==> src/hdl/round_robin_thread_scheduler_unit_assert.svh <==
`ifndef ROUND_ROBIN_THREAD_SCHEDULER_UNIT_ASSERT_SVH
`define ROUND_ROBIN_THREAD_SCHEDULER_UNIT_ASSERT_SVH

// Checks that a condition implies a consequence at the same clock edge.
`define RRTS_ASSERT_NOW(lbl, ante, cons) \
    lbl: assert property (@(posedge i_clk) disable iff (!i_rst_n) (ante) |-> (cons)) \
        else $error("scheduler check failed");

// Checks that a condition implies a consequence at the following clock edge.
`define RRTS_ASSERT_NEXT(lbl, ante, cons) \
    lbl: assert property (@(posedge i_clk) disable iff (!i_rst_n) (ante) |=> (cons)) \
        else $error("scheduler check failed");

`endif

==> src/hdl/rrts_pkg.sv <==
`timescale 1ns / 1ps

package rrts_pkg;

    localparam int unsigned SLOTS = 16;
    localparam int unsigned ID_W  = $clog2(SLOTS);
    localparam int unsigned CNT_W = ID_W + 1;

    typedef logic [ID_W-1:0]  t_id;
    typedef logic [CNT_W-1:0] t_cnt;

    // Transaction modes.
    localparam logic [1:0] MODE_CREATE = 2'd0;
    localparam logic [1:0] MODE_YIELD  = 2'd1;
    localparam logic [1:0] MODE_SCHED  = 2'd2;
    localparam logic [1:0] MODE_EXIT   = 2'd3;

    // Result status codes.
    localparam logic [2:0] ST_OK      = 3'd0;
    localparam logic [2:0] ST_FULL    = 3'd1;
    localparam logic [2:0] ST_RANGE   = 3'd2;
    localparam logic [2:0] ST_DEAD    = 3'd3;
    localparam logic [2:0] ST_ALLEXIT = 3'd4;

    // Result id reported on failure (minus one).
    localparam logic [4:0] RID_NONE = 5'h1F;

    // Run queue commands.
    localparam logic [1:0] QOP_HOLD     = 2'd0;
    localparam logic [1:0] QOP_SHIFT_DN = 2'd1;
    localparam logic [1:0] QOP_SHIFT_UP = 2'd2;
    localparam logic [1:0] QOP_WRITE    = 2'd3;

    typedef struct packed {
        logic [1:0] op;
        t_id        idx;
        t_id        data;
    } t_q_cmd;

endpackage

==> src/hdl/rrts_queue.sv <==
`timescale 1ns / 1ps

module rrts_queue (
    input  logic                    i_clk,
    input  logic                    i_rst_n,
    input  rrts_pkg::t_q_cmd        i_cmd,
    output rrts_pkg::t_id           o_head,
    output rrts_pkg::t_id           o_second,
    output rrts_pkg::t_id           o_tail
);

    rrts_pkg::t_id r_q [rrts_pkg::SLOTS];
    rrts_pkg::t_id n_q [rrts_pkg::SLOTS];

    // The queue shifts as a whole: down moves entry i to i+1, up moves i+1 to i; write sets one entry.
    always_comb begin
        for (int i = 0; i < rrts_pkg::SLOTS; i++) begin
            n_q[i] = r_q[i];
        end
        unique case (i_cmd.op)
            rrts_pkg::QOP_SHIFT_DN: begin
                n_q[0] = i_cmd.data;
                for (int i = 1; i < rrts_pkg::SLOTS; i++) begin
                    n_q[i] = r_q[i-1];
                end
            end
            rrts_pkg::QOP_SHIFT_UP: begin
                for (int i = 0; i < rrts_pkg::SLOTS - 1; i++) begin
                    n_q[i] = r_q[i+1];
                end
                n_q[rrts_pkg::SLOTS-1] = i_cmd.data;
            end
            rrts_pkg::QOP_WRITE: begin
                n_q[i_cmd.idx] = i_cmd.data;
            end
            default: begin
            end
        endcase
    end

    always_ff @(posedge i_clk) begin
        if (!i_rst_n) begin
            for (int i = 0; i < rrts_pkg::SLOTS; i++) begin
                r_q[i] <= '0;
            end
        end else begin
            for (int i = 0; i < rrts_pkg::SLOTS; i++) begin
                r_q[i] <= n_q[i];
            end
        end
    end

    assign o_head   = r_q[0];
    assign o_second = r_q[1];
    assign o_tail   = r_q[rrts_pkg::SLOTS-1];

endmodule

==> src/hdl/round_robin_thread_scheduler_unit.sv <==
// A rejected transaction goes straight to its result. A create examines one slot per cycle from
// the allocation pointer; an exit makes a downward rotation pass over the run queue shift register,
// and a yield or schedule makes a downward pass and then an upward pass.
// One transaction is in flight at a time; the next is accepted once the result is loaded.
// Synchronous active-low reset: slot 0 live and running, queue holding slot 0, pointer at 1.
`timescale 1ns / 1ps
`include "round_robin_thread_scheduler_unit_assert.svh"

module round_robin_thread_scheduler_unit (
    input  logic        i_clk,
    input  logic        i_rst_n,
    input  logic        i_valid,
    output logic        o_stall,
    input  logic [1:0]  i_mode,
    input  logic [7:0]  i_target,
    output logic        o_valid,
    input  logic        i_stall,
    output logic [2:0]  o_status,
    output logic [4:0]  o_result_id,
    output logic [3:0]  o_running,
    output logic [4:0]  o_live_count
);

    // Sequencer states.
    localparam logic [2:0] S_IDLE     = 3'd0;
    localparam logic [2:0] S_SCAN     = 3'd1;
    localparam logic [2:0] S_PASS_DN  = 3'd2;
    localparam logic [2:0] S_PASS_UP  = 3'd3;
    localparam logic [2:0] S_EXIT_END = 3'd4;
    localparam logic [2:0] S_DONE     = 3'd5;

    // Phases of a rotation pass.
    localparam logic [1:0] PH_PRE   = 2'd0;
    localparam logic [1:0] PH_SHIFT = 2'd1;
    localparam logic [1:0] PH_DONE  = 2'd2;

    logic [2:0]                  r_state, n_state;
    logic [rrts_pkg::ID_W-1:0]   r_step, n_step;
    logic [1:0]                  r_phase, n_phase;
    rrts_pkg::t_id               r_carry, n_carry;
    rrts_pkg::t_id               r_key, n_key;
    rrts_pkg::t_id               r_tgt, n_tgt;
    rrts_pkg::t_id               r_prev, n_prev;
    rrts_pkg::t_id               r_ptr, n_ptr;
    logic [1:0]                  r_op, n_op;
    logic [rrts_pkg::SLOTS-1:0]  r_live, n_live;
    rrts_pkg::t_cnt              r_count, n_count;
    rrts_pkg::t_id               r_aptr, n_aptr;
    rrts_pkg::t_id               r_cur, n_cur;
    logic [2:0]                  r_res_status, n_res_status;
    logic [4:0]                  r_res_id, n_res_id;
    logic                        r_ovalid, n_ovalid;
    logic [2:0]                  r_o_status, n_o_status;
    logic [4:0]                  r_o_rid, n_o_rid;
    rrts_pkg::t_id               r_o_running, n_o_running;
    rrts_pkg::t_cnt              r_o_count, n_o_count;

    rrts_pkg::t_q_cmd            q_cmd;
    rrts_pkg::t_id               q_head;
    rrts_pkg::t_id               q_second;
    rrts_pkg::t_id               q_tail;
    rrts_pkg::t_id               yield_tgt;
    logic                        dn_in_live;

    // The run queue is a shift register that rotates one place per cycle during a pass. A
    // pass over all SLOTS places brings every entry back to its place, with one entry taken out
    // and one put in on the way.
    rrts_queue u_queue (
        .i_clk    (i_clk),
        .i_rst_n  (i_rst_n),
        .i_cmd    (q_cmd),
        .o_head   (q_head),
        .o_second (q_second),
        .o_tail   (q_tail)
    );

    // A schedule yields to the second queue entry, or to the head when it is alone.
    assign yield_tgt = (i_mode == rrts_pkg::MODE_SCHED)
                     ? ((r_count == rrts_pkg::t_cnt'(1)) ? q_head : q_second)
                     : i_target[rrts_pkg::ID_W-1:0];

    // During the downward pass the tail shows entry SLOTS-1-step; it lies in the
    // live part of the queue when that position is below the count.
    assign dn_in_live = ({1'b0, ~r_step} < r_count);

    always_comb begin
        n_state      = r_state;
        n_step       = r_step;
        n_phase      = r_phase;
        n_carry      = r_carry;
        n_key        = r_key;
        n_tgt        = r_tgt;
        n_prev       = r_prev;
        n_ptr        = r_ptr;
        n_op         = r_op;
        n_live       = r_live;
        n_count      = r_count;
        n_aptr       = r_aptr;
        n_cur        = r_cur;
        n_res_status = r_res_status;
        n_res_id     = r_res_id;
        n_ovalid     = r_ovalid;
        n_o_status   = r_o_status;
        n_o_rid      = r_o_rid;
        n_o_running  = r_o_running;
        n_o_count    = r_o_count;
        q_cmd.op     = rrts_pkg::QOP_HOLD;
        q_cmd.idx    = r_count[rrts_pkg::ID_W-1:0];
        q_cmd.data   = r_ptr;

        // The downstream side takes the waiting result.
        if (r_ovalid && !i_stall) begin
            n_ovalid = 1'b0;
        end

        unique case (r_state)
            S_IDLE: begin
                if (i_valid) begin
                    n_op         = i_mode;
                    n_prev       = r_cur;
                    n_res_status = rrts_pkg::ST_OK;
                    n_res_id     = rrts_pkg::RID_NONE;
                    n_step       = '0;
                    n_phase      = PH_PRE;
                    n_tgt        = yield_tgt;
                    n_key        = q_head;
                    unique case (i_mode)
                        rrts_pkg::MODE_CREATE: begin
                            if (r_count[rrts_pkg::ID_W]) begin
                                n_res_status = rrts_pkg::ST_FULL;
                                n_state      = S_DONE;
                            end else begin
                                n_ptr   = r_aptr;
                                n_state = S_SCAN;
                            end
                        end
                        rrts_pkg::MODE_YIELD: begin
                            if (i_target[7:rrts_pkg::ID_W] != '0) begin
                                n_res_status = rrts_pkg::ST_RANGE;
                                n_state      = S_DONE;
                            end else if (!r_live[i_target[rrts_pkg::ID_W-1:0]]) begin
                                n_res_status = rrts_pkg::ST_DEAD;
                                n_state      = S_DONE;
                            end else begin
                                n_state = S_PASS_DN;
                            end
                        end
                        rrts_pkg::MODE_SCHED: begin
                            if (r_count == '0) begin
                                n_res_status = rrts_pkg::ST_ALLEXIT;
                                n_state      = S_DONE;
                            end else begin
                                n_state = S_PASS_DN;
                            end
                        end
                        rrts_pkg::MODE_EXIT: begin
                            if (r_count == '0) begin
                                n_res_status = rrts_pkg::ST_ALLEXIT;
                                n_state      = S_DONE;
                            end else if (!r_live[r_cur]) begin
                                n_res_status = rrts_pkg::ST_DEAD;
                                n_state      = S_DONE;
                            end else begin
                                // The downward pass removes the running thread.
                                n_live[r_cur] = 1'b0;
                                n_key         = r_cur;
                                n_state       = S_PASS_DN;
                            end
                        end
                        default: begin
                        end
                    endcase
                end
            end

            S_SCAN: begin
                if (!r_live[r_ptr]) begin
                    n_live[r_ptr] = 1'b1;
                    n_aptr        = r_ptr + rrts_pkg::t_id'(1);
                    q_cmd.op      = rrts_pkg::QOP_WRITE;
                    n_count       = r_count + rrts_pkg::t_cnt'(1);
                    n_res_id      = {1'b0, r_ptr};
                    n_state       = S_DONE;
                end else begin
                    n_ptr  = r_ptr + rrts_pkg::t_id'(1);
                    n_step = r_step + 1'b1;
                    if (r_step == '1) begin
                        n_res_status = rrts_pkg::ST_FULL;
                        n_state      = S_DONE;
                    end
                end
            end

            S_PASS_DN: begin
                // Deletes the first live entry equal to the key, walking down from the
                // top, and puts the key at the last live position. With the head as key
                // this moves the head to the tail; with the running id it removes it.
                q_cmd.op   = rrts_pkg::QOP_SHIFT_DN;
                q_cmd.data = q_tail;
                case (r_phase)
                    PH_PRE: begin
                        if (dn_in_live) begin
                            q_cmd.data = r_key;
                            if (q_tail == r_key) begin
                                n_phase = PH_DONE;
                            end else begin
                                n_carry = q_tail;
                                n_phase = PH_SHIFT;
                            end
                        end
                    end
                    PH_SHIFT: begin
                        q_cmd.data = r_carry;
                        if (q_tail == r_key) begin
                            n_phase = PH_DONE;
                        end else begin
                            n_carry = q_tail;
                        end
                    end
                    default: begin
                    end
                endcase
                n_step = r_step + 1'b1;
                if (r_step == '1) begin
                    if (r_op == rrts_pkg::MODE_EXIT) begin
                        n_count = r_count - rrts_pkg::t_cnt'(1);
                        n_state = S_EXIT_END;
                    end else begin
                        n_phase = PH_SHIFT;
                        n_carry = r_tgt;
                        n_state = S_PASS_UP;
                    end
                end
            end

            S_PASS_UP: begin
                // Moves the target to the head: entries above it shift one place down
                // the queue until the target itself comes past.
                q_cmd.op   = rrts_pkg::QOP_SHIFT_UP;
                q_cmd.data = q_head;
                if (r_phase == PH_SHIFT) begin
                    q_cmd.data = r_carry;
                    if (q_head == r_tgt) begin
                        n_phase = PH_DONE;
                    end else begin
                        n_carry = q_head;
                    end
                end
                n_step = r_step + 1'b1;
                if (r_step == '1) begin
                    n_cur    = r_tgt;
                    n_res_id = {1'b0, r_prev};
                    n_state  = S_DONE;
                end
            end

            S_EXIT_END: begin
                // Yielding to the new head leaves the queue as it is.
                if (r_count == '0) begin
                    n_res_status = rrts_pkg::ST_ALLEXIT;
                end else begin
                    n_cur    = q_head;
                    n_res_id = {1'b0, r_prev};
                end
                n_state = S_DONE;
            end

            S_DONE: begin
                if (!r_ovalid || !i_stall) begin
                    n_ovalid    = 1'b1;
                    n_o_status  = r_res_status;
                    n_o_rid     = r_res_id;
                    n_o_running = r_cur;
                    n_o_count   = r_count;
                    n_state     = S_IDLE;
                end
            end

            default: begin
                n_state = S_IDLE;
            end
        endcase
    end

    always_ff @(posedge i_clk) begin
        if (!i_rst_n) begin
            r_state  <= S_IDLE;
            r_step   <= '0;
            r_phase  <= PH_PRE;
            r_op     <= rrts_pkg::MODE_CREATE;
            r_live   <= rrts_pkg::SLOTS'(1);
            r_count  <= rrts_pkg::t_cnt'(1);
            r_aptr   <= rrts_pkg::t_id'(1);
            r_cur    <= '0;
            r_ovalid <= 1'b0;
        end else begin
            r_state  <= n_state;
            r_step   <= n_step;
            r_phase  <= n_phase;
            r_op     <= n_op;
            r_live   <= n_live;
            r_count  <= n_count;
            r_aptr   <= n_aptr;
            r_cur    <= n_cur;
            r_ovalid <= n_ovalid;
        end
    end

    always_ff @(posedge i_clk) begin
        r_carry      <= n_carry;
        r_key        <= n_key;
        r_tgt        <= n_tgt;
        r_prev       <= n_prev;
        r_ptr        <= n_ptr;
        r_res_status <= n_res_status;
        r_res_id     <= n_res_id;
        r_o_status   <= n_o_status;
        r_o_rid      <= n_o_rid;
        r_o_running  <= n_o_running;
        r_o_count    <= n_o_count;
    end

    // Input transactions are taken only while the sequencer is idle.
    assign o_stall      = (r_state != S_IDLE);
    assign o_valid      = r_ovalid;
    assign o_status     = r_o_status;
    assign o_result_id  = r_o_rid;
    assign o_running    = r_o_running;
    assign o_live_count = r_o_count;

    // Between transactions the live count matches the number of live slots.
    `RRTS_ASSERT_NOW(a_count_matches_live, r_state == S_IDLE, $countones(r_live) == r_count)
    // Any failure status goes out with the minus-one id.
    `RRTS_ASSERT_NOW(a_fail_id, o_valid && o_status != rrts_pkg::ST_OK, o_result_id == rrts_pkg::RID_NONE)
    // An accepted transaction always leaves the idle state.
    `RRTS_ASSERT_NEXT(a_accept_busy, i_valid && !o_stall, r_state != S_IDLE)

endmodule
==> config.mk <==
export PLATFORM = sky130hd
export DESIGN_NAME = round_robin_thread_scheduler_unit
export DESIGN_NICKNAME = d
export VERILOG_FILES = /design/src/hdl/rrts_pkg.sv /design/src/hdl/rrts_queue.sv /design/src/hdl/round_robin_thread_scheduler_unit.sv
export VERILOG_INCLUDE_DIRS = /design/src /design/src/hdl
export SDC_FILE = /design/constraint.sdc
export NUM_CORES = 1
export LEC_CHECK = 0
export BUFFER_PORTS_ARGS = -buffer_cell sky130_fd_sc_hd__buf_2
export CAP_MARGIN = 30
export CORE_MARGIN = 1
export CORE_UTILIZATION = 50
export CTS_CLUSTER_SIZE = 8
export DETAILED_ROUTE_END_ITERATION = 8
export PLACE_DENSITY_LB_ADDON = 0.3
export SYNTH_ARGS = -nofsm -noshare
export SYNTH_HDL_FRONTEND = slang
export SYNTH_HIERARCHICAL = 1
export SYNTH_SLANG_ARGS = --single-unit
==> constraint.sdc <==
create_clock -name i_clk -period 2.7 [get_ports i_clk]
set_input_delay 0.27 -clock i_clk [delete_from_list [all_inputs] [get_ports i_clk]]
set_output_delay 0.27 -clock i_clk [all_outputs]
set_load 0.1 [all_outputs]
== Word-level counts from Yosys, hierarchy flattened ==
Memory sizes are Yosys's and may differ from the RTL's.
Index checks and enable logic that the tools add are counted.

* Output and inout bits: 19
* Input bits: 14
* Memories kept: 1
* Flip-flop bits (word level): 86
* Bits in writable memories: 64
* Logic and storage cells: 241

* $lt $le $gt $ge: 8
* Mux-type cells: 116
* Bitwise gates (word level): 22
* Reduce and logical (&&, ||, !) cells: 35
* Add/subtract/negate cells: 4
* Equal/unequal tests: 35

{| class="wikitable"
|+ Memories
! name !! depth !! bits a word !! read ports !! clocked after Yosys merged registers in !! write ports !! RTL line !! RTL
|-
| u_queue.r_q || 16 || 4 || 16 || 0 || 16 || rrts_queue.sv:12 || <nowiki>rrts_pkg::t_id r_q [rrts_pkg::SLOTS];</nowiki>
|}

{| class="wikitable"
|+ Operators with widths
! cell !! number
|-
| case mux 64 bit (3 select lines) || 1
|-
| 2-to-1 mux 4 bit || 38
|-
| 2-to-1 mux 16 bit || 5
|-
| bitwise mux 64 bit || 1
|-
| 2-to-1 mux 3 bit || 18
|-
| case mux 4 bit (2 select lines) || 6
|-
| 2-to-1 mux 5 bit || 7
|-
| inequality test 2 bit, second input constant || 16
|-
| case mux 16 bit (2 select lines) || 1
|-
| 2-to-1 mux 2 bit || 12
|-
| case mux 3 bit (4 select lines) || 2
|-
| case mux 5 bit (4 select lines) || 1
|-
| case mux 3 bit (6 select lines) || 1
|-
| AND 16 bit || 1
|-
| demux 4 bit (select 4 bit) || 1
|-
| NOT 16 bit || 1
|-
| bitwise OR 1 bit || 16
|-
| bitwise OR 16 bit || 1
|-
| < comparator 4 x 5 -> 1 bit, second input constant || 3
|-
| AND reduction 5 bit || 3
|-
| binary-select mux 1 bit (select 4 bit) || 3
|-
| case mux 2 bit (3 select lines) || 2
|-
| case mux 4 bit (3 select lines) || 1
|-
| AND reduction 3 bit || 4
|-
| other kinds (37) || 75
|}

== Logic depth before layout (Yosys ltp) ==
Gate-level depths: netlist of run 1.

* Depth in word-level cells: 11
* Gate-level depth with buffers: 13
* Gate-level depth less buffers: 10

== Hierarchy ==
Netlist of run 1, hierarchy kept.

{| class="wikitable"
|+ Modules (own cells, without submodules)
! module !! cells each !! sequential area each (sq um) !! times used !! area an instance (sq um)
|-
| round_robin_thread_scheduler_unit || 539 || 2172.1 || 1 || 5221.3
|-
| rrts_queue || 488 || 1281.2 || 1 || 4381.7
|}

== Least setup slack after synthesis of run 1 ==
OpenSTA, ideal clock, no wires.

* Kind: register -> register
* From: register r_ptr[2]
* To: memory u_queue/r_q[0][27] (netlist name)
* Period minus slack after synthesis: 2.904 ns
* Cell stages (with the launch flop): 14
* Setup slack: -0.204 ns
* Data required time: 2.612 ns
* Path buffers: 6
* Library setup time: 0.088 ns
* Data arrival time: 2.816 ns
* Cells stage by stage: edfxtp_1 > buf_6 > buf_12 > mux2i_1 > mux4_2 > a22oi_4 > buf_8 > nand2_1 > or2_1 > buf_2 > a21o_1 > buf_6 > buf_6 > o32ai_2

{| class="wikitable"
|+ RTL lines
! element !! RTL line !! RTL
|-
| from (decl) || round_robin_thread_scheduler_unit.sv:44 || <nowiki>rrts_pkg::t_id r_ptr, n_ptr;</nowiki>
|-
| from (signal assigned) || round_robin_thread_scheduler_unit.sv:314 || <nowiki>r_ptr <= n_ptr;</nowiki>
|-
| to (decl) || rrts_queue.sv:12 ||
|}

==> metrics.cfg, run 1 <==
[routing]
drt-total-wl_um = 28410
drc = 0
vias_per_cell = 6.794
vias = 8914
detailedRoute.firstIterationViolations = 899
firstDrtPassIters = 5
drtAntennaViolNets = 0
detail_route.wl_per_cell_um = 21.65

[timing]
post-route-period-util = 0.9930
tightest_slew_ns = 1.427
fmax_ghz = 0.3730
tns_ns = 0
setup_ws_ns = 0.01882
period_needed_ns = 2.681
setup_viol = 0
slew_viol_final = 0
skew_ns = 0.01065
hold_violations = 0
rsz0062_at_grt = true
relSlewSlack = 0.03583
whs_ns = 0.1116

[global_route]
grt_remaining_overflow = 0
antenna_found_initial = 0
grt.total_usage = 0.2800
grt_max_degree = 57
grt_pass1_wl_um = 43730
grt_pass1_vias = 8257

[clock_network]
path_clk_slew_ns = 0.07
cts_buffer_depth = 2
ctsHoldBuffers = 0
numCtsBuffers = 17
htree_levels = 4
cts-root-buf = clkbuf_16
clk_latency_ns = 0.44
clock_sinks = 150
tritoncts = yes

[critical_path]
worst-path-max-fanout = 20
ff2ff_path_depth = 10
rrSetupSlack_ns = 0.02
arrival_ns = 2.95
end_kind = flip-flop
critPathLaunchType = flip-flop
path_class = flip-flop to flip-flop
timing.rr.end = u_queue/r_q[0][9]
cp.required_ns = 2.97
startpoint = r_ptr[2]
regToRegStartpoint = r_ptr[2]

[worst_hold_path]
hold_depth = 3
hold_end = o_valid
hp-start = i_stall
hp-class = primary input to flip-flop

[power_and_ir_drop]
p_leak_nw = 3.953
power_density_nw_per_um2 = 948.4
finalPower_mw = 10.77
max-vdd-ir-drop_v = 0.0005617

[cells_and_area]
final_cell_mix = 103 x dfxtp_1, 94 x nor2_1, 73 x nand2_1
layout-area-overhead-vs-synth_pct = 18.25
n_fill_cell = 1557
drive_gt1_frac = 0.3293
fin_cells = 1312
n_antenna_cell = 0
nNetsFinal = 1091
design_area_um2 = 11360
mostFrequentLayoutCell = dfxtp_1
finish.utilization = 0.6051

[synthesis]
synth-edff-count = 45
synth_cell_types = 85
synth_warnings = 6
netlist_instances = 1027
synthFlopType = dfxtp_1
yosys.area_share.simple = 0.1966
yosys.area.top_type = dfxtp_1
ys_top_cells_by_area = dfxtp_1 22%, edfxtp_1 14%, o32ai_2 6.8%
synth_fa_ha_area_frac = 0.01564
async_flop_share = 0
syn_area_per_cell_um2 = 9.350
ys_seq_elements = 150
synth_nets = 1053
yosysSeqAreaShare = 0.3596
netlist.area_leader.share = 0.2189
synth_top_family_by_area = compound AO/OA/AOI/OAI gates
synth-compound-area-share = 0.2715
yosys.area_share.xor_xnor = 0.01003
syn_area_um2 = 9603
synthMuxAreaShare = 0.07948

[place]
dp_cells = 1270
post-place-ws_ns = -0.01369
io_buffers = 32
routabilityCongestion = 0.9539
post_dp_cell_area_um2 = 10190
hpwl_um = 18300

[run_status]
status = completed

[floorplan]
row_count = 50
start_util = 0.5117
die_w_um = 140.6
coreArea_um2 = 18770
io_pins = 33
die-area_um2 = 19760
die-height_um = 140.6

[run]
cap_violations = 0

==> worst max-delay path by stage <==
stage                              end  slack [ns]  depth (start not counted)
global placement    u_queue/r_q[0][23]        0.07                          9
global route        u_queue/r_q[0][28]       -0.03                         10
finish               u_queue/r_q[0][9]        0.02                         10
detailed placement  u_queue/r_q[0][16]       -0.01                          9
floorplan           u_queue/r_q[0][27]       -0.16                         13
CTS                 u_queue/r_q[0][18]      -0.005                          9
==> per-layer routing <==
metal | global-route usage | up-vias | share of wire
li1 | - | 4017 | -
met1 | 0.3839 | 4387 | 0.44
met2 | 0.4426 | 453 | 0.46
met3 | 0.05537 | 57 | 0.079
met4 | 0.09382 | 0 | 0.020
met5 | 0 | - | 0
==> cell usage after synthesis, types with 10 or more instances <==
cell and count:
o211ai_1 10, mux4_2 11, dfxtp_1 105, nor2_1 95
a32oi_1 56, nand4_1 11, nor2b_1 12, or2_1 14
mux2_2 12, nand3_1 18, nand2_1 78, xnor2_1 10
nand2b_1 13, buf_2 13, clkbuf_1 51, nor3_1 10
buf_4 16, o32ai_2 40, ha_1 12, inv_1 24
edfxtp_1 45, a21oi_1 82, o32ai_1 16, or2_2 44
mux2i_1 38, o21ai_0 41
==> report_power, final <==
part | switching, mW | internal (mW)
Combinational | 3.21 | 2.00
Clock | 1.11 | 1.31
Sequential | 0.387 | 2.75
Total | 4.70 | 6.07
==> cell type report <==
| cell class | instances | area (µm²) | share of cell area |
|---|---|---|---|
| well taps | 234 | 292.8 | 0.02578 |
| multi-input cells | 754 | 5951 | 0.5240 |
| flip-flops and latches | 150 | 3456 | 0.3043 |
| repair buffers | 116 | 967.2 | 0.08517 |
| inverters | 26 | 97.59 | 0.008594 |
| clock inverters | 15 | 166.4 | 0.01465 |
| clock buffers | 17 | 425.4 | 0.03746 |
==> sequential cells by signal, summed over array words and instances, names as in the netlist, 3 cells and up <==
register	flops
u_queue/r_q	64
r_live	16
o_live_count	5
o_result_id	5
r_count	5
r_res_id	5
o_running	4
r_aptr	4
r_carry	4
r_cur	4
r_key	4
r_prev	4
r_ptr	4
r_step	4
r_tgt	4
o_status	3
r_res_status	3
r_state	3
==> cells by family (layout without fill, tap and decap cells) <==
group | after synthesis | count (layout)
muxes | 61 | 61
xor gates and xnor gates | 11 | 11
DFF | 150 | 150
AOI/OAI and AO/OA | 321 | 321
adders and majority gates | 12 | 12
buffers and inverters | 123 | 174
and+or+nand+nor | 349 | 349
==> what timing repair did <==
item                                    in CTS  in global routing
gates cloned                                 0                  5
pin swaps                                    1                  7
setup buffers                                4                  1
endpoints found under the setup margin      33                 62
resized for setup                            6                 81
==> critical path: stages, from the launching register on <==
cell	delay, ns
edfxtp_1	0.42
buf_6	0.16
mux2i_1	0.13
mux4_2	0.53
a22oi_4	0.25
nand2_4	0.09
or2_4	0.26
buf_4	0.18
buf_12	0.17
a21oi_1	0.20
o32ai_2	0.12
No activity file was read; power rests on OpenSTA's default activity.
==> inputs of run 2 (changes only) <==
CORE_ASPECT_RATIO = 0.5   (was not set)
==> run 2 against run 1 <==
  * Cell count grew 1.3%
  * Register-to-register slack is essentially flat
  * Clock-buffer cell count unchanged
  * Non-clock buffer count fell by 8
  * Via count rose by 0.25%
  * Sequential power barely moved
  * Sequential share of layout area up 1.3 points
  * First-iteration DRC count is 14% higher
  * Hold slack got worse by 0.0056 ns
  * Routed wire length increased by 0.62%
  * Global-route usage rose by 1.4 points
  * Critical path type unchanged
  * Largest cell class unchanged
  * Largest power group unchanged
==> metrics.cfg, run 2 (synthesized netlist as in run 1, its figures left out) <==
[run_status]
status = completed

[critical_path]
path_class = flip-flop to flip-flop
worst-path-buf-inv = 2
end_kind = flip-flop
critPathLaunchType = flip-flop
worst-path-max-fanout = 12
worstPathCellList = buf_6 > mux2i_1 > mux4_2 > a22oi_4 > nand2_4 > or2_4 > a21o_4 > buf_4 > o32ai_1
arrival_ns = 3.01
cp.required_ns = 3.03
max_stage_delay_ns = 0.52
path_delay_family = compound AO/OA/AOI/OAI gates
slowest_stage = mux4_2

[timing]
fmax_ghz = 0.3731
slew_viol_final = 0
setup_ws_ns = 0.01940
post-route-period-util = 0.9928
rsz0062_at_grt = true
relSlewSlack = 0.4001
period_needed_ns = 2.681
setup_viol = 0
tightest_slew_ns = 0.8873
skew_ns = 0.01218
hold_violations = 0

[routing]
detailedRoute.firstIterationViolations = 1023
drc = 0
drtAntennaViolNets = 0
firstDrtPassIters = 5
vias = 8936
vias_per_cell = 6.724
detail_route.wl_per_cell_um = 21.50
drt-total-wl_um = 28580

[global_route]
grt_max_degree = 61
grt_pass1_vias = 8418
grt.total_usage = 0.2945
antenna_found_initial = 0
grt_pass1_wl_um = 45750
grt_remaining_overflow = 0

[power_and_ir_drop]
p_leak_nw = 3.789
power_density_nw_per_um2 = 936.2
max-vdd-ir-drop_v = 0.0004727

[clock_network]
numCtsBuffers = 17
htree_levels = 4
clk_latency_ns = 0.44
clock_sinks = 150
cts_buffer_depth = 2
cts-root-buf = clkbuf_16
ctsHoldBuffers = 0
tritoncts = yes
path_clk_slew_ns = 0.07

[place]
post-place-ws_ns = -0.05803
dp_cells = 1294
routabilityCongestion = 0.9612
hpwl_um = 19220
io_buffers = 32

[worst_hold_path]
hp-class = primary input to flip-flop

[floorplan]
start_util = 0.5160
die_w_um = 198.0
die-height_um = 100.0
io_pins = 33
coreArea_um2 = 18610
row_count = 35
die-area_um2 = 19800

[cells_and_area]
fin_cells = 1329
final_cell_mix = 104 x dfxtp_1, 95 x nor2_1, 81 x a21oi_1
mostFrequentLayoutCell = dfxtp_1
largest_register = u_queue/r_q
layout-area-overhead-vs-synth_pct = 13.34
drive_gt1_frac = 0.2701
n_antenna_cell = 0
n_fill_cell = 1561
largest_register_ffs = 64
nNetsFinal = 1083
reg_top3 = u_queue/r_q x64, r_live x16

[run]
cap_violations = 0

-- run 2: cell count changes in the layout (fill, tap and decap cells not counted), moves of 3 or more --
cell	before	now
buf_12	8	5
a21oi_1	43	81
buf_4	65	68
a21oi_4	5	0
buf_6	7	3
a32oi_2	15	1
a21oi_2	35	2
a32oi_1	40	55
clkbuf_16	20	17
clkinv_4	5	2
-- run 2: timing repair --
item / in CTS / in global routing
gates cloned: 0 / 0
setup buffers: 1 / 2
endpoints found under the hold margin: 0 / 0
pin swaps: 1 / 2
gates resized for setup: 6 / 15
endpoints found under the setup margin: 35 / 60
-- run 2: report_power, final --
part           total (mW)  switching [mW]  leakage [nW]  internal, mW
Combinational        4.63            2.91          2.24          1.72
Clock                2.44            1.13         0.287          1.31
Sequential           3.12           0.366          1.27          2.75
-- run 2: layer usage --
layer / GRT usage / wire (µm) / vias up
li1: - / - / 3995
met1: 0.3991 / 12290 / 4429
met2: 0.4743 / 13300 / 448
met3: 0.05780 / 2400 / 64
met4: 0.09541 / 590 / 0
met5: 0 / 0 / -
-- run 2: cell type report --
| cell class | count | area [µm²] | share of cell area |
|---|---|---|---|
| inverter | 26 | 97.59 | 0.008967 |
| tap | 259 | 324.1 | 0.02977 |
| multi-input combinational | 754 | 5620 | 0.5164 |
| sequential | 150 | 3455 | 0.3174 |
| clock inverter | 15 | 157.7 | 0.01448 |
| clock buffer | 17 | 425.4 | 0.03908 |
| timing repair buffer | 108 | 804.5 | 0.07392 |
-- run 2: worst min-delay path: stages --
cell and delay [ns]:
buf_2 0.12, nand2_1 0.05, a21oi_1 0.05
-- run 2: path summary, 6_finish.rpt --
check / startpoint / end / slack, ns / depth (start not counted)
worst max-delay path: r_ptr[2] / u_queue/r_q[0][18] / 0.02 / 9
worst min-delay path: i_stall / o_valid / 0.11 / 3
worst max register to register: r_ptr[2] / u_queue/r_q[0][18] / 0.02 / 9
worst min register to register: r_res_id[0] / o_result_id[0] / 0.42 / 0
-- run 2: per-stage QoR --
step | util | setup TNS, ns | cell area (µm²) | power [mW] | hold slack (ns)
2_1_floorplan | - | -8.602 | 9634 | 6.395 | 0.4003
3_5_place_dp | 0.5468 | -0.3231 | 10180 | 7.541 | 0.4045
5_1_grt | 0.5848 | -0.6618 | 10880 | 10.62 | 0.1270
3_3_place_gp | 0.5468 | 0 | 10180 | 7.451 | 0.4021
6_report | 0.5848 | 0 | 10880 | 10.19 | 0.1061
4_1_cts | 0.5802 | 0 | 10800 | 10.00 | 0.1055
==> inputs of run 3 (changes only) <==
SETUP_SLACK_MARGIN = 0.3   (was not set)
==> run 3 against run 2 <==
  * Worst setup slack got worse by 0.017 ns
  * Clock skew is essentially flat
  * Core utilization is 1.7 points higher
  * Flip-flop and latch count unchanged
  * Power increased by 3.1%
  * Cell count barely moved
  * Hold slack better by 0.0072 ns
  * Maximum frequency down 0.65%
  * Largest cell class unchanged
==> metrics.cfg, run 3 (synthesized netlist as in run 1, its figures left out) <==
[run_status]
status = completed

[routing]
drtAntennaViolNets = 0
detailedRoute.firstIterationViolations = 850
drc = 0
vias = 8790
firstDrtPassIters = 5
drt-total-wl_um = 28240
vias_per_cell = 6.609
detail_route.wl_per_cell_um = 21.23

[critical_path]
max_stage_delay_ns = 0.51
crit_path_end = u_queue/r_q[0][23]
path_delay_family = compound AO/OA/AOI/OAI gates
path_common_cell = buf_12
path_class = flip-flop to flip-flop
regToRegStartpoint = r_ptr[2]
startpoint = r_ptr[2]
end_kind = flip-flop
critPathLaunchType = flip-flop
worstPathCellList = buf_12 > mux2i_1 > mux4_2 > a22oi_4 > nand2_4 > or2_4 > a21o_4 > buf_12 > o32ai_2
slowest_stage = mux4_2
timing.rr.end = u_queue/r_q[0][23]
rrSetupSlack_ns = 0.002
arrival_ns = 3.03
cp_num_cells = 9
worst-path-max-fanout = 23
worst-path-buf-inv = 2
cp.required_ns = 3.03
ff2ff_path_depth = 9

[floorplan]
die-height_um = 100.0
die-area_um2 = 19800
die_w_um = 198.0
row_count = 35
coreArea_um2 = 18610
io_pins = 33
start_util = 0.5160

[clock_network]
cts_buffer_depth = 2
cts-root-buf = clkbuf_16
ctsHoldBuffers = 0
clk_latency_ns = 0.42
numCtsBuffers = 17
path_clk_slew_ns = 0.07
tritoncts = yes
htree_levels = 4
clock_sinks = 150

[timing]
skew_ns = 0.01176
tightest_slew_ns = 0.9563
slew_viol_final = 0
post-route-period-util = 0.9993
setup_ws_ns = 0.001988
period_needed_ns = 2.698
hold_violations = 0
rsz0062_at_grt = true
setup_viol = 0
fmax_ghz = 0.3706
relSlewSlack = 0.3625

[place]
post_dp_cell_area_um2 = 10200
post-place-ws_ns = -0.07572
routabilityCongestion = 0.9448
dp_cells = 1291
io_buffers = 32
hpwl_um = 18720

[cells_and_area]
largest_register_ffs = 64
largest_register = u_queue/r_q
drive_gt1_frac = 0.2904
mostFrequentLayoutCell = dfxtp_1
nNetsFinal = 1084
reg_top3 = u_queue/r_q x64, r_live x16
design_area_um2 = 11190
n_antenna_cell = 0
final_cell_mix = 102 x dfxtp_1, 93 x nor2_1, 79 x a21oi_1
fin_cells = 1330
layout-area-overhead-vs-synth_pct = 16.55

[global_route]
antenna_found_initial = 0
grt.total_usage = 0.2846
grt_max_degree = 61
grt_remaining_overflow = 0
grt_pass1_wl_um = 44360
grt_pass1_vias = 8336

[power_and_ir_drop]
seqPwrFrac = 0.300
power_density_nw_per_um2 = 938.7
internal_power_mw = 6.103
p_clk_frac = 0.239
max-vdd-ir-drop_v = 0.0005228
p_sw_mw = 4.403
comb_power_share = 0.461
switching_share = 0.4191
p_leak_nw = 3.873

[run]
cap_violations = 0

[worst_hold_path]
hp-class = primary input to flip-flop

-- run 3: cell types whose count changed in the layout (fill, tap and decap cells not counted), moves of 3 or more --
cell and delta:
o32ai_2 +4, a32oi_1 -12, or2_2 -3, inv_8 -3
a32oi_2 +12, o32ai_1 -6, buf_12 +4, or2_4 +3
buf_4 -6
-- run 3: worst register-to-register path, stage by stage (launching register included) --
cell      delay, ns
edfxtp_1       0.44
buf_12         0.18
mux2i_1        0.12
mux4_2         0.51
a22oi_4        0.27
nand2_4        0.09
or2_4          0.29
a21o_4         0.25
buf_12         0.17
o32ai_2        0.29
-- run 3: area by class of cell --
| class | count | area [µm²] |
|---|---|---|
| Clock buffer | 19 | 432.9 |
| Tap cell | 259 | 324.1 |
| Clock inverter | 13 | 168.9 |
| Multi-Input combinational cell | 754 | 5817 |
| Timing Repair Buffer | 109 | 894.6 |
| Fill cell | 1559 | 7420 |
| Sequential cell | 150 | 3457 |
| Inverter | 26 | 97.59 |
-- run 3: layer usage --
layer  vias up  global-route usage  wire [µm]
li1       4010                   -          -
met1      4318              0.3726      12070
met2       406              0.4680      13370
met3        56             0.05376       2214
met4         0              0.1115        574
met5         -                   0          0
-- run 3: power by group through the flow --
stage | clock network (mW) | logic [mW] | registers, mW
detailed placement | 0 | 4.39 | 3.18
floorplan | 0 | 3.31 | 3.13
CTS | 2.54 | 4.60 | 3.13
finish | 2.51 | 4.84 | 3.16
global placement | 0 | 4.32 | 3.16
global route | 2.62 | 5.16 | 3.19
-- run 3: metrics by stage --
step                  util  TNS [ns]  power [mW]  hold WS (ns)
floorplan                -    -8.113       6.446        0.4003
global placement    0.5482         0       7.481        0.4009
detailed placement  0.5482   -0.7160       7.565        0.4054
CTS                 0.5927         0       10.27        0.1074
global route        0.6013    -3.920       10.97        0.1267
finish              0.6013         0       10.51        0.1133
-- run 3: timing repair --
action / 4_1_cts / 5_1_grt
resized for setup: 36 / 22
buffers inserted: 2 / 3
cloned: 0 / 2
endpoints found under the setup margin: 64 / 80
pin swaps: 9 / 1
-- run 3: worst min path at each step --
stage | start | end | cells past startpoint
2_1_floorplan | r_res_id[0] | o_result_id[0] | 0
3_3_place_gp | r_res_id[0] | o_result_id[0] | 0
3_5_place_dp | r_res_id[0] | o_result_id[0] | 0
4_1_cts | i_stall | o_valid | 3
5_1_grt | i_stall | o_valid | 3
6_report | i_stall | o_valid | 3
